File: src/design/assert_macros.svh
// Assertion shorthands shared by the design modules.
`ifndef ASSERT_MACROS_SVH
`define ASSERT_MACROS_SVH

// Check that a condition holds on every clock edge outside reset.
`define ASSERT_ALWAYS(label, expr, msg) \
   label: assert property (@(posedge clock) disable iff (reset) (expr)) \
      else $error(msg);

// Check that a trigger is followed in the next cycle by a consequence.
`define ASSERT_NEXT(label, trig, cons, msg) \
   label: assert property (@(posedge clock) disable iff (reset) (trig) |=> (cons)) \
      else $error(msg);

`endif

File: src/design/ipc_pkg.sv
package ipc_pkg;

   // Field widths
   localparam int ADC_W   = 12;
   localparam int STAMP_W = 16;
   localparam int DIST_W  = 12;
   localparam int CLASS_W = 3;
   localparam int LIMIT_W = 8;
   localparam int DEN_W   = 16;
   localparam int PROD_W  = LIMIT_W + STAMP_W;

   // 16 * 4800 * 4095 / 60 scaled numerator, denominator 11*adc - 1365
   localparam logic [22:0] DIST_NUM   = 23'd5241600;
   localparam logic [DEN_W-1:0] DEN_OFFSET = 16'd1365;
   localparam logic [DEN_W-1:0] DEN_SCALE  = 16'd11;
   localparam logic [DIST_W-1:0] DIST_MAX  = 12'd4095;

   // Readings up to this value give a denominator below 1280, so the
   // quotient would reach 4096 or the denominator is not positive.
   localparam logic [ADC_W-1:0] SAT_ADC_MAX = 12'd240;

   // Quotient bits produced by the divider
   localparam int DIV_STEPS = DIST_W;
   localparam int STEP_W    = $clog2(DIV_STEPS);

   // Band limits in 1/16 cm
   localparam logic [DIST_W-1:0] BAND_10CM = 12'd160;
   localparam logic [DIST_W-1:0] BAND_20CM = 12'd320;
   localparam logic [DIST_W-1:0] BAND_30CM = 12'd480;
   localparam logic [DIST_W-1:0] BAND_50CM = 12'd800;
   localparam logic [DIST_W-1:0] BAND_80CM = 12'd1280;

   // Categories
   localparam logic [CLASS_W-1:0] CLS_OUT   = 3'd0;
   localparam logic [CLASS_W-1:0] CLS_FAR   = 3'd1;
   localparam logic [CLASS_W-1:0] CLS_MID   = 3'd2;
   localparam logic [CLASS_W-1:0] CLS_NEAR  = 3'd3;
   localparam logic [CLASS_W-1:0] CLS_CLOSE = 3'd4;

   typedef enum logic [1:0] {
      ST_IDLE,
      ST_PREP,
      ST_DIV,
      ST_FINISH
   } state_type;

   typedef struct packed {
      logic load;
      logic prep;
      logic div_step;
      logic finish;
   } cmd_type;

   typedef struct packed {
      logic div_done;
   } status_type;

endpackage

File: src/design/ir_proximity_classifier.sv
// Infrared proximity classifier. Each req_ transfer carries a 12-bit sensor
// reading and a 16-bit timer stamp (4096 ticks per second); each produces one
// rsp_ transfer with the distance in 1/16 cm (saturated at 4095) and a
// category from 0 (out of range) to 4 (very close). Each item passes through
// capture, forming the divisor and the speed threshold product, the
// bit-serial restoring divider for the twelve quotient bits, and
// classification. A new item is accepted once the previous result has been
// written into the output register, where it may still wait to transfer;
// classification holds while an earlier result has not yet transferred.
// The speed limit (cm/s, reset 10) is written through the csr_ port; the
// user must write it only while idle, as the block itself does not enforce
// this.
module ir_proximity_classifier (
   input  logic        clock,
   input  logic        reset,
   // csr: speed_limit[7:0]
   input  logic        csr_valid,
   output logic        csr_ready,
   input  logic [7:0]  csr_wdata,
   input  logic        req_tvalid,
   output logic        req_tready,
   // req tdata: adc_sample[11:0], stamp[27:12], zero[31:28]
   input  logic [31:0] req_tdata,
   output logic        rsp_tvalid,
   input  logic        rsp_tready,
   // rsp tdata: distance[11:0], proximity_class[14:12], zero[15]
   output logic [15:0] rsp_tdata
);
   import ipc_pkg::*;

   cmd_type            cmd;
   status_type         status;
   logic [DIST_W-1:0]  distance;
   logic [CLASS_W-1:0] proximity_class;

   assign csr_ready = 1'b1;

   ipc_controller u_ctrl (
      .clock      (clock),
      .reset      (reset),
      .req_tvalid (req_tvalid),
      .req_tready (req_tready),
      .rsp_tvalid (rsp_tvalid),
      .rsp_tready (rsp_tready),
      .cmd        (cmd),
      .status     (status)
   );

   ipc_datapath u_dp (
      .clock           (clock),
      .reset           (reset),
      .cmd             (cmd),
      .status          (status),
      .csr_write       (csr_valid & csr_ready),
      .csr_wdata       (csr_wdata),
      .adc_sample      (req_tdata[ADC_W-1:0]),
      .stamp           (req_tdata[ADC_W+STAMP_W-1:ADC_W]),
      .distance        (distance),
      .proximity_class (proximity_class)
   );

   assign rsp_tdata = {1'b0, proximity_class, distance};

endmodule

File: src/design/ipc_datapath.sv
module ipc_datapath (
   input  logic                       clock,
   input  logic                       reset,
   input  ipc_pkg::cmd_type           cmd,
   output ipc_pkg::status_type        status,
   input  logic                       csr_write,
   input  logic [ipc_pkg::LIMIT_W-1:0] csr_wdata,
   input  logic [ipc_pkg::ADC_W-1:0]  adc_sample,
   input  logic [ipc_pkg::STAMP_W-1:0] stamp,
   output logic [ipc_pkg::DIST_W-1:0] distance,
   output logic [ipc_pkg::CLASS_W-1:0] proximity_class
);
   import ipc_pkg::*;

   `include "assert_macros.svh"

   logic [LIMIT_W-1:0] speed_limit_ff;
   logic [DIST_W-1:0]  last_distance_ff;
   logic [STAMP_W-1:0] last_stamp_ff;

   logic [ADC_W-1:0]   adc_ff;
   logic [STAMP_W-1:0] stamp_ff;
   logic [DEN_W-1:0]   den_ff;
   logic               sat_ff;
   logic [STAMP_W-1:0] dt_ff;
   logic [PROD_W-1:0]  prod_ff;
   logic [DEN_W-1:0]   rem_ff;
   logic [DIST_W-1:0]  num_ff;
   logic [DIST_W-1:0]  quot_ff;
   logic [STEP_W-1:0]  step_ff;
   logic [DIST_W-1:0]  distance_ff;
   logic [CLASS_W-1:0] class_ff;

   logic [STAMP_W-1:0] dt_in;
   logic [DEN_W:0]     trial;
   logic               take;
   logic [DIST_W-1:0]  dist_in;
   logic [DIST_W:0]    drop;
   logic               fast;
   logic [CLASS_W-1:0] class_in;

   function automatic logic [CLASS_W-1:0] classify(input logic [DIST_W-1:0] d,
                                                   input logic is_fast);
      logic [CLASS_W-1:0] c;
      priority if (d < BAND_10CM || d > BAND_80CM) c = CLS_OUT;
      else if (d <= BAND_20CM) c = CLS_CLOSE;
      else if (d < BAND_30CM)  c = is_fast ? CLS_CLOSE : CLS_NEAR;
      else if (d < BAND_50CM)  c = is_fast ? CLS_NEAR : CLS_MID;
      else                     c = is_fast ? CLS_MID : CLS_FAR;
      return c;
   endfunction

   // Speed limit register
   always_ff @(posedge clock) begin
      if (reset) begin
         speed_limit_ff <= LIMIT_W'(10);
      end else if (csr_write) begin
         speed_limit_ff <= csr_wdata;
      end
   end

   // Capture the accepted item
   always_ff @(posedge clock) begin
      if (cmd.load) begin
         adc_ff   <= adc_sample;
         stamp_ff <= stamp;
      end
   end

   // Prepare denominator, elapsed ticks and the speed threshold product
   assign dt_in = stamp_ff - last_stamp_ff;

   always_ff @(posedge clock) begin
      if (cmd.prep) begin
         den_ff  <= DEN_W'(adc_ff) * DEN_SCALE - DEN_OFFSET;
         sat_ff  <= (adc_ff <= SAT_ADC_MAX);
         dt_ff   <= dt_in;
         prod_ff <= PROD_W'(speed_limit_ff) * PROD_W'(dt_in);
      end
   end

   // Restoring divider, one quotient bit a cycle
   assign trial = {rem_ff, num_ff[DIST_W-1]};
   assign take  = (trial >= {1'b0, den_ff});

   always_ff @(posedge clock) begin
      if (cmd.prep) begin
         rem_ff  <= DEN_W'(DIST_NUM[22:DIST_W]);
         num_ff  <= DIST_NUM[DIST_W-1:0];
         quot_ff <= '0;
      end else if (cmd.div_step) begin
         rem_ff  <= take ? DEN_W'(trial - {1'b0, den_ff}) : trial[DEN_W-1:0];
         num_ff  <= {num_ff[DIST_W-2:0], 1'b0};
         quot_ff <= {quot_ff[DIST_W-2:0], take};
      end
   end

   // Step counter for the divider
   always_ff @(posedge clock) begin
      if (reset) begin
         step_ff <= '0;
      end else if (cmd.prep) begin
         step_ff <= '0;
      end else if (cmd.div_step) begin
         step_ff <= step_ff + STEP_W'(1);
      end
   end

   assign status.div_done = (step_ff == STEP_W'(DIV_STEPS - 1));

   // Saturate, compare approach speed and classify
   assign dist_in  = sat_ff ? DIST_MAX : quot_ff;
   assign drop     = {1'b0, last_distance_ff} - {1'b0, dist_in};
   assign fast     = (dt_ff != '0) && !drop[DIST_W]
                     && (PROD_W'({drop[DIST_W-1:0], 8'd0}) > prod_ff);
   assign class_in = classify(dist_in, fast);

   // Result register
   always_ff @(posedge clock) begin
      if (cmd.finish) begin
         distance_ff <= dist_in;
         class_ff    <= class_in;
      end
   end

   // Previous distance and stamp
   always_ff @(posedge clock) begin
      if (reset) begin
         last_distance_ff <= '0;
         last_stamp_ff    <= '0;
      end else if (cmd.finish) begin
         last_distance_ff <= dist_in;
         last_stamp_ff    <= stamp_ff;
      end
   end

   assign distance        = distance_ff;
   assign proximity_class = class_ff;

   `ASSERT_NEXT(a_prep_clears_step, cmd.prep, step_ff == '0, "divider step not cleared")
   `ASSERT_ALWAYS(a_rem_below_den, !cmd.div_step || sat_ff || rem_ff < den_ff,
                  "divider remainder out of range")

endmodule

File: src/design/ipc_controller.sv
module ipc_controller (
   input  logic                 clock,
   input  logic                 reset,
   input  logic                 req_tvalid,
   output logic                 req_tready,
   output logic                 rsp_tvalid,
   input  logic                 rsp_tready,
   output ipc_pkg::cmd_type     cmd,
   input  ipc_pkg::status_type  status
);
   import ipc_pkg::*;

   `include "assert_macros.svh"

   state_type state_ff;
   state_type state_in;
   logic      out_valid_ff;
   logic      out_valid_in;
   logic      out_free;

   // State and output-valid registers
   always_ff @(posedge clock) begin
      if (reset) begin
         state_ff     <= ST_IDLE;
         out_valid_ff <= 1'b0;
      end else begin
         state_ff     <= state_in;
         out_valid_ff <= out_valid_in;
      end
   end

   assign out_free = !out_valid_ff || rsp_tready;

   // Next state and commands
   always_comb begin
      state_in     = state_ff;
      cmd          = '0;
      req_tready   = 1'b0;
      out_valid_in = out_valid_ff && !rsp_tready;
      unique case (state_ff)
         ST_IDLE: begin
            req_tready = 1'b1;
            if (req_tvalid) begin
               cmd.load = 1'b1;
               state_in = ST_PREP;
            end
         end
         ST_PREP: begin
            cmd.prep = 1'b1;
            state_in = ST_DIV;
         end
         ST_DIV: begin
            cmd.div_step = 1'b1;
            if (status.div_done) begin
               state_in = ST_FINISH;
            end
         end
         ST_FINISH: begin
            // Hold until the output register is free
            if (out_free) begin
               cmd.finish   = 1'b1;
               out_valid_in = 1'b1;
               state_in     = ST_IDLE;
            end
         end
         default: begin
            state_in = ST_IDLE;
         end
      endcase
   end

   assign rsp_tvalid = out_valid_ff;

   `ASSERT_ALWAYS(a_finish_free, !cmd.finish || out_free, "result overwritten before transfer")
   `ASSERT_NEXT(a_accept_prep, req_tvalid && req_tready, state_ff == ST_PREP,
                "accepted item not prepared")
   `ASSERT_NEXT(a_div_end, state_ff == ST_DIV && status.div_done, state_ff == ST_FINISH,
                "divider end missed")

endmodule
File: config.mk
export PLATFORM = sky130hd
export DESIGN_NAME = ir_proximity_classifier
export DESIGN_NICKNAME = d
export VERILOG_FILES = /design/src/design/ipc_pkg.sv /design/src/design/ir_proximity_classifier.sv /design/src/design/ipc_datapath.sv /design/src/design/ipc_controller.sv
export VERILOG_INCLUDE_DIRS = /design/src /design/src/design
export SDC_FILE = /design/constraint.sdc
export NUM_CORES = 1
export LEC_CHECK = 0
export BUFFER_PORTS_ARGS = -buffer_cell sky130_fd_sc_hd__buf_2
export CAP_MARGIN = 10
export CORE_MARGIN = 10
export CORE_UTILIZATION = 40
export CTS_CLUSTER_SIZE = 30
export DETAILED_ROUTE_END_ITERATION = 10
export PLACE_DENSITY_LB_ADDON = 0.2
export SKIP_LAST_GASP = 1
export SYNTH_ARGS = -nofsm -noshare
export SYNTH_HDL_FRONTEND = slang
export SYNTH_SLANG_ARGS = --single-unit
File: constraint.sdc
create_clock -name clock -period 6.3 [get_ports clock]
set_clock_uncertainty 0.15 [all_clocks]
set_input_delay 1.26 -clock clock [delete_from_list [all_inputs] [get_ports clock]]
set_output_delay 1.26 -clock clock [all_outputs]
set_load 0.03 [all_outputs]
---- Word-level counts from Yosys, hierarchy flattened ----
Index checks and enable logic that the tools add are counted.
word-level totals
  word-level logic and storage cells ...... 74
  register bits after elaboration ......... 175
  output and inout bits ................... 19
  bits in read-only memories .............. 0
  bits in latches ......................... 0
  bits in writable memories ............... 0
  memories ................................ 0
operators by class
  add/sub/neg operators ................... 5
  reduce and logical (&&, ||, !) cells .... 13
  $mul .................................... 2
  div/mod/pow operators ................... 0
  equal/unequal tests ..................... 7
  shift-type cells ........................ 0
  multiplexer cells ....................... 21
  bitwise operators ....................... 0
  $lt $le $gt $ge ......................... 8
operators with widths
  kind                                                                            count
  16-bit subtractor                                                               2
  20-bit by 24-bit > comparator with 1-bit output                                 1
  8-bit by 16-bit multiplier with 24-bit output                                   1
  17-bit by 16-bit >= comparator with 1-bit output                                1
  12-bit by 4-bit multiplier with 16-bit output, second input constant            1
  16-bit 2-to-1 mux                                                               1
  16-bit nonzero test                                                             1
  16-bit by 11-bit subtractor with 16-bit output, second input constant           1
  12-bit by 12-bit subtractor with 13-bit output                                  1
  12-bit by 11-bit > comparator with 1-bit output, second input constant          1
  12-bit by 8-bit <= comparator with 1-bit output, second input constant          1
  12-bit by 9-bit <= comparator with 1-bit output, second input constant          1
  12-bit by 10-bit less-than comparator with 1-bit output, second input constant  1
  12-bit by 8-bit less-than comparator with 1-bit output, second input constant   1
  12-bit by 9-bit less-than comparator with 1-bit output, second input constant   1
  12-bit 2-to-1 mux                                                               1
  3-bit 2-to-1 mux                                                                4
  1-bit 2-to-1 mux                                                                10
  2-bit 2-to-1 mux                                                                4
  2-bit case mux with 4 select lines                                              1
  4-bit by 1-bit adder with 4-bit output, second input constant                   1
  2-bit == test, second input constant                                            2
  4-bit == test, second input constant                                            1
  2-bit inequality test, second input constant                                    2
  8 further kinds                                                                 14

---- Depth between registers and ports, before layout ----
  word-level depth ........................ 9
  gate-level depth with buffers ........... 26
  gate-level depth less buffers ........... 26

---- Hierarchy ----
From an unflattened synthesis, not the netlist that was laid out.
second synthesis, totals
  cell total of the unflattened synthesis .. 1,399
  area, all modules ....................... 13,823.3 um^2
by module, submodules not included
  module                   cells each  instances  sequential area each (um^2)  area an instance (um^2)
  ipc_datapath             1,372       1          4,444.3                      13,579.3
  ipc_controller           23          1          60.1                         221.5
  ir_proximity_classifier  4           1          0.0                          22.5

---- Worst setup path after synthesis ----
No wires, ideal clock.
  path kind ............................... register -> register
  start ................................... reg u_dp.stamp_ff[0]
  end ..................................... reg u_dp.prod_ff[23] (data pin)
  stages on the path, launching flop included .. 26
  path slack .............................. -0.279 ns
  data arrival time ....................... 6.169 ns
  library setup time ...................... 0.260 ns
  clock period less this slack ............ 6.579 ns
  data required time ...................... 5.890 ns
  path through ............................ edfxtp_1 > inv_1 > ha_1 > inv_1 > fa_1 > a211oi_2 > o21bai_1 > a21o_1 > a311o_2 > a21oi_4 > xnor2_2 > and2_1 > fa_1 > fa_1 > fa_1 > inv_1 > fa_1 > inv_1 > ha_1 > a21o_1 > a31o_2 > a2111oi_0 > o21ai_1 > a31oi_1 > o21ai_1 > xnor2_1
between the ends
  longest elaborated chain between the ends .. 2
RTL lines
  what                                           RTL line            source
  start: declaration                             ipc_datapath.sv:22  logic [STAMP_W-1:0] stamp_ff;
  start signal: assignment                       ipc_datapath.sv:66  stamp_ff <= stamp;
  16-bit subtractor                              ipc_datapath.sv:71  assign dt_in = stamp_ff - last_stamp_ff;
  via u_dp.dt_in[12]                             ipc_datapath.sv:34  logic [STAMP_W-1:0] dt_in;
  8-bit by 16-bit multiplier with 24-bit output  ipc_datapath.sv:78  prod_ff <= PROD_W'(speed_limit_ff) * PROD_W'(dt_in);
  end signal: assignment                         ipc_datapath.sv:78
  end: declaration                               ipc_datapath.sv:26  logic [PROD_W-1:0] prod_ff;
The timed path passes the listed nets, and every way through them passes these cells.
A chain may end at the register's enable or synchronous reset.

---- Worst setup path after layout ----
Same ends and word-level chain as after synthesis.

==> results.cfg <==
[route]
num_vias = 9738
drtPass1Iterations = 5
drc = 0
ant_nets = 0
drtIter0Drc = 335
via_per_inst = 4.874
met1Wirelength_um = 14740
wl_met3_um = 836
dr.max_layer_used = met4
wl_per_cell_um = 14.17
met2_length_um = 12320
drt-total-wl_um = 28300

[sta]
holdWs_ns = 0.3043
relSlewSlack = 0.3375
finalCritPeriodShare = 0.9908
hold_violations = 0
worstMarginPinSlew_ns = 0.9938
drv_slew = 0
final-setup-viol-count = 0
fmax_mhz = 160.2
setup_ws_ns = 0.05772
rsz0062_at_grt = yes
period_needed_ns = 6.242

[final_layout]
final_core_util = 0.4666
nets = 1816
num_antenna_cells = 0
area_growth_pct = 15.70
drive_gt1_frac = 0.1465

[worst_setup_path]
cpMostUsedCell = fa_1
arrival_ns = 6.29
path_max_fanout = 3
reg2reg_setup_slack_ns = 0.06
start_kind = register
slowest_delay_ns = 0.54
endpoint_kind = register
critPathSlowestCell = fa_1
r2r.worst_path.cells = 25
r2r-end = u_dp.prod_ff[23]
critPathRequiredTime_ns = 6.35
r2r_start = u_dp.stamp_ff[0]
worstSetupPathType = register to register

[synth]
synth_ff_type = edfxtp_1
synth_cells = 1417
synth_top_family_by_area = adder cells
synth_seq_cells = 175
synthArstFlopShare = 0
synth_xor_area_frac = 0.04659
ys_seq_area_frac = 0.3257
synthesis.area_um2 = 13830
synth_compound_area_frac = 0.1244
synth-simple-area-share = 0.1398
synthAdderAreaFrac = 0.2734
synth.avg_cell_area_um2 = 9.760
ys.warnings.count = 0
ys_types = 69
synth_edf_count = 100
syn_nets = 1703
synthMuxAreaShare = 0.02027

[clock_network]
clk_pin_slew_ns = 0.07
cts_made_buffers = 17
ctsLongestPathBuffers = 2
cts_num_sinks = 175
cts_hold_buf = 0
htreeDepth = 4
cts-root-buf = clkbuf_16
cts_tree = yes
clk_latency_ns = 0.45

[global_route]
grt_pass1_wl_um = 47440
grt_max_degree = 85
grt_use_total = 0.1369
grt_pass1_vias = 9617
grt_antenna_before_repair = 0
grt_overflow = 0

[placed_design]
place_congestion = 0.8211
pre_cts_slack_ns = -0.2850
dp_hpwl_um = 21640
portBuffers = 57

[floorplanning]
start_util = 0.4033
ioPinCount = 64
core_um2 = 34290
num_rows = 68
die_x_um = 205.9
die_area_um2 = 42410
die_y_um = 205.9

[min_path]
hp-start = u_dp.last_stamp_ff[6]
min_to = u_dp.last_stamp_ff[6]
hold_depth = 2
min_path_type = register to register

[run_status]
outcome = finished, final reports clean

[flow_run]
drv_cap = 0
synthesized netlist by cell type, types with 17 or more instances:
library cell / number / area share
xnor2_1: 45 / 0.028
ha_1: 139 / 0.13
edfxtp_1: 100 / 0.22
fa_1: 102 / 0.15
nand2_1: 109 / 0.030
nor2b_1: 22 / 0.010
a21oi_1: 87 / 0.031
nor2_1: 92 / 0.025
inv_1: 213 / 0.058
mux2i_1: 28 / 0.020
nor3_1: 17 / 0.0062
dfxtp_1: 75 / 0.11
clkbuf_1: 24 / 0.0065
a211oi_1: 20 / 0.011
xor2_1: 23 / 0.015
a21o_1: 22 / 0.012
o21ai_0: 35 / 0.013
and2_1: 99 / 0.045
sequential cells by signal, indices dropped and copies added (netlist names):
signal                 flops
u_dp.den_ff               16
u_dp.sat_ff                1
u_dp.proximity_class       3
u_dp.step_ff               4
u_dp.dt_ff                16
u_ctrl.rsp_tvalid          1
u_dp.adc_ff               12
u_ctrl.state_ff            2
u_dp.rem_ff               16
u_dp.prod_ff              24
u_dp.last_distance_ff     12
u_dp.num_ff                4
u_dp.stamp_ff             16
u_dp.last_stamp_ff        16
u_dp.distance             12
u_dp.speed_limit_ff        8
u_dp.quot_ff              12
final cells by class:
cell class	count	area (µm²)
clock inverter	14	122.6
timing repair buffer	129	848.3
sequential	175	4504
inverter	214	803.3
clock buffer	18	429.2
fill	3265	18290
multi-input combinational	993	8723
tap	455	569.3
logic make-up (layout without fill, tap and decap cells):
group	after synthesis	after routing
and+or+nand+nor	393	393
AOI/OAI and AO/OA	258	258
buffers and inverters	249	375
adders and majority gates	241	241
DFF	175	175
xor gates and xnor gates	71	71
muxes	28	28
other	2	2
worst max-delay path by stage:
| stage | startpoint | end | slack, ns | depth (start not counted) |
|---|---|---|---|---|
| finish | u_dp.stamp_ff[0] | u_dp.prod_ff[23] | 0.06 | 25 |
| global route | u_dp.stamp_ff[0] | u_dp.prod_ff[23] | -0.23 | 26 |
| CTS | u_dp.stamp_ff[0] | u_dp.prod_ff[23] | -0.1 | 25 |
| detailed placement | u_dp.stamp_ff[0] | u_dp.prod_ff[23] | -0.29 | 25 |
| global placement | u_dp.stamp_ff[0] | u_dp.prod_ff[23] | -0.26 | 25 |
| floorplan | u_dp.stamp_ff[0] | u_dp.prod_ff[23] | 0.00001 | 25 |
critical path, delay by kind of cell, from the launching register on:
family | cells | cell delay [ns]
buf+inv | 5 | 0.35
compound gates | 11 | 2.04
xor+xnor | 1 | 0.13
simple gates | 1 | 0.19
flops | 1 | 0.38
fa+ha+maj | 7 | 2.75
cell usage in the layout, fill, tap and decap left out, types with 5 or more instances in the layout:
master,synthesis,layout
and2_1,99,95
o21bai_1,9,7
buf_4,2,66
clkbuf_16,0,17
a21o_1,22,22
nand3_1,9,8
buf_6,1,6
dfxtp_1,75,75
fa_1,102,99
a21oi_2,0,6
inv_1,213,206
o21a_1,13,13
a31oi_1,8,6
a311oi_1,6,6
a211oi_1,20,20
nor2b_1,22,21
nand2b_1,14,14
xnor2_1,45,43
xnor2_2,3,5
nor4_1,10,9
ha_1,139,128
nand4_1,8,8
o31ai_1,6,6
mux2i_1,28,28
buf_2,3,57
nand2_1,109,107
edfxtp_1,100,100
a21oi_1,87,78
ha_4,0,10
nor2_1,92,91
o21ai_1,5,9
o21ai_0,35,27
xor2_1,23,23
inv_2,0,6
o211ai_1,9,9
nor3_1,17,17
through the flow:
| stage | cell area [µm²] | TNS [ns] | cells |
|---|---|---|---|
| 3_5_place_dp | 15020 | -1.116 | 1954 |
| 4_1_cts | 15760 | -0.2529 | 1993 |
| 5_1_grt | 16000 | -0.9556 | 1998 |
| 3_3_place_gp | 15020 | -0.9778 | 1954 |
| 2_1_floorplan | 13860 | 0 | 1417 |
| 6_report | 16000 | 0 | 1998 |
metal layers:
layer	track usage	vias to the layer above
met2	0.2072	141
met3	0.02320	25
met4	0.04066	0
met5	0	-
met1	0.1960	4593
li1	-	4979
timing repair:
item	CTS	global route
pin swaps	35	30
gates resized for setup	28	44
buffers inserted	7	5
setup endpoints to repair	6	11
Power is not shown: default switching activity piles up to over one toggle a cycle in this logic, so the estimate is an artifact.
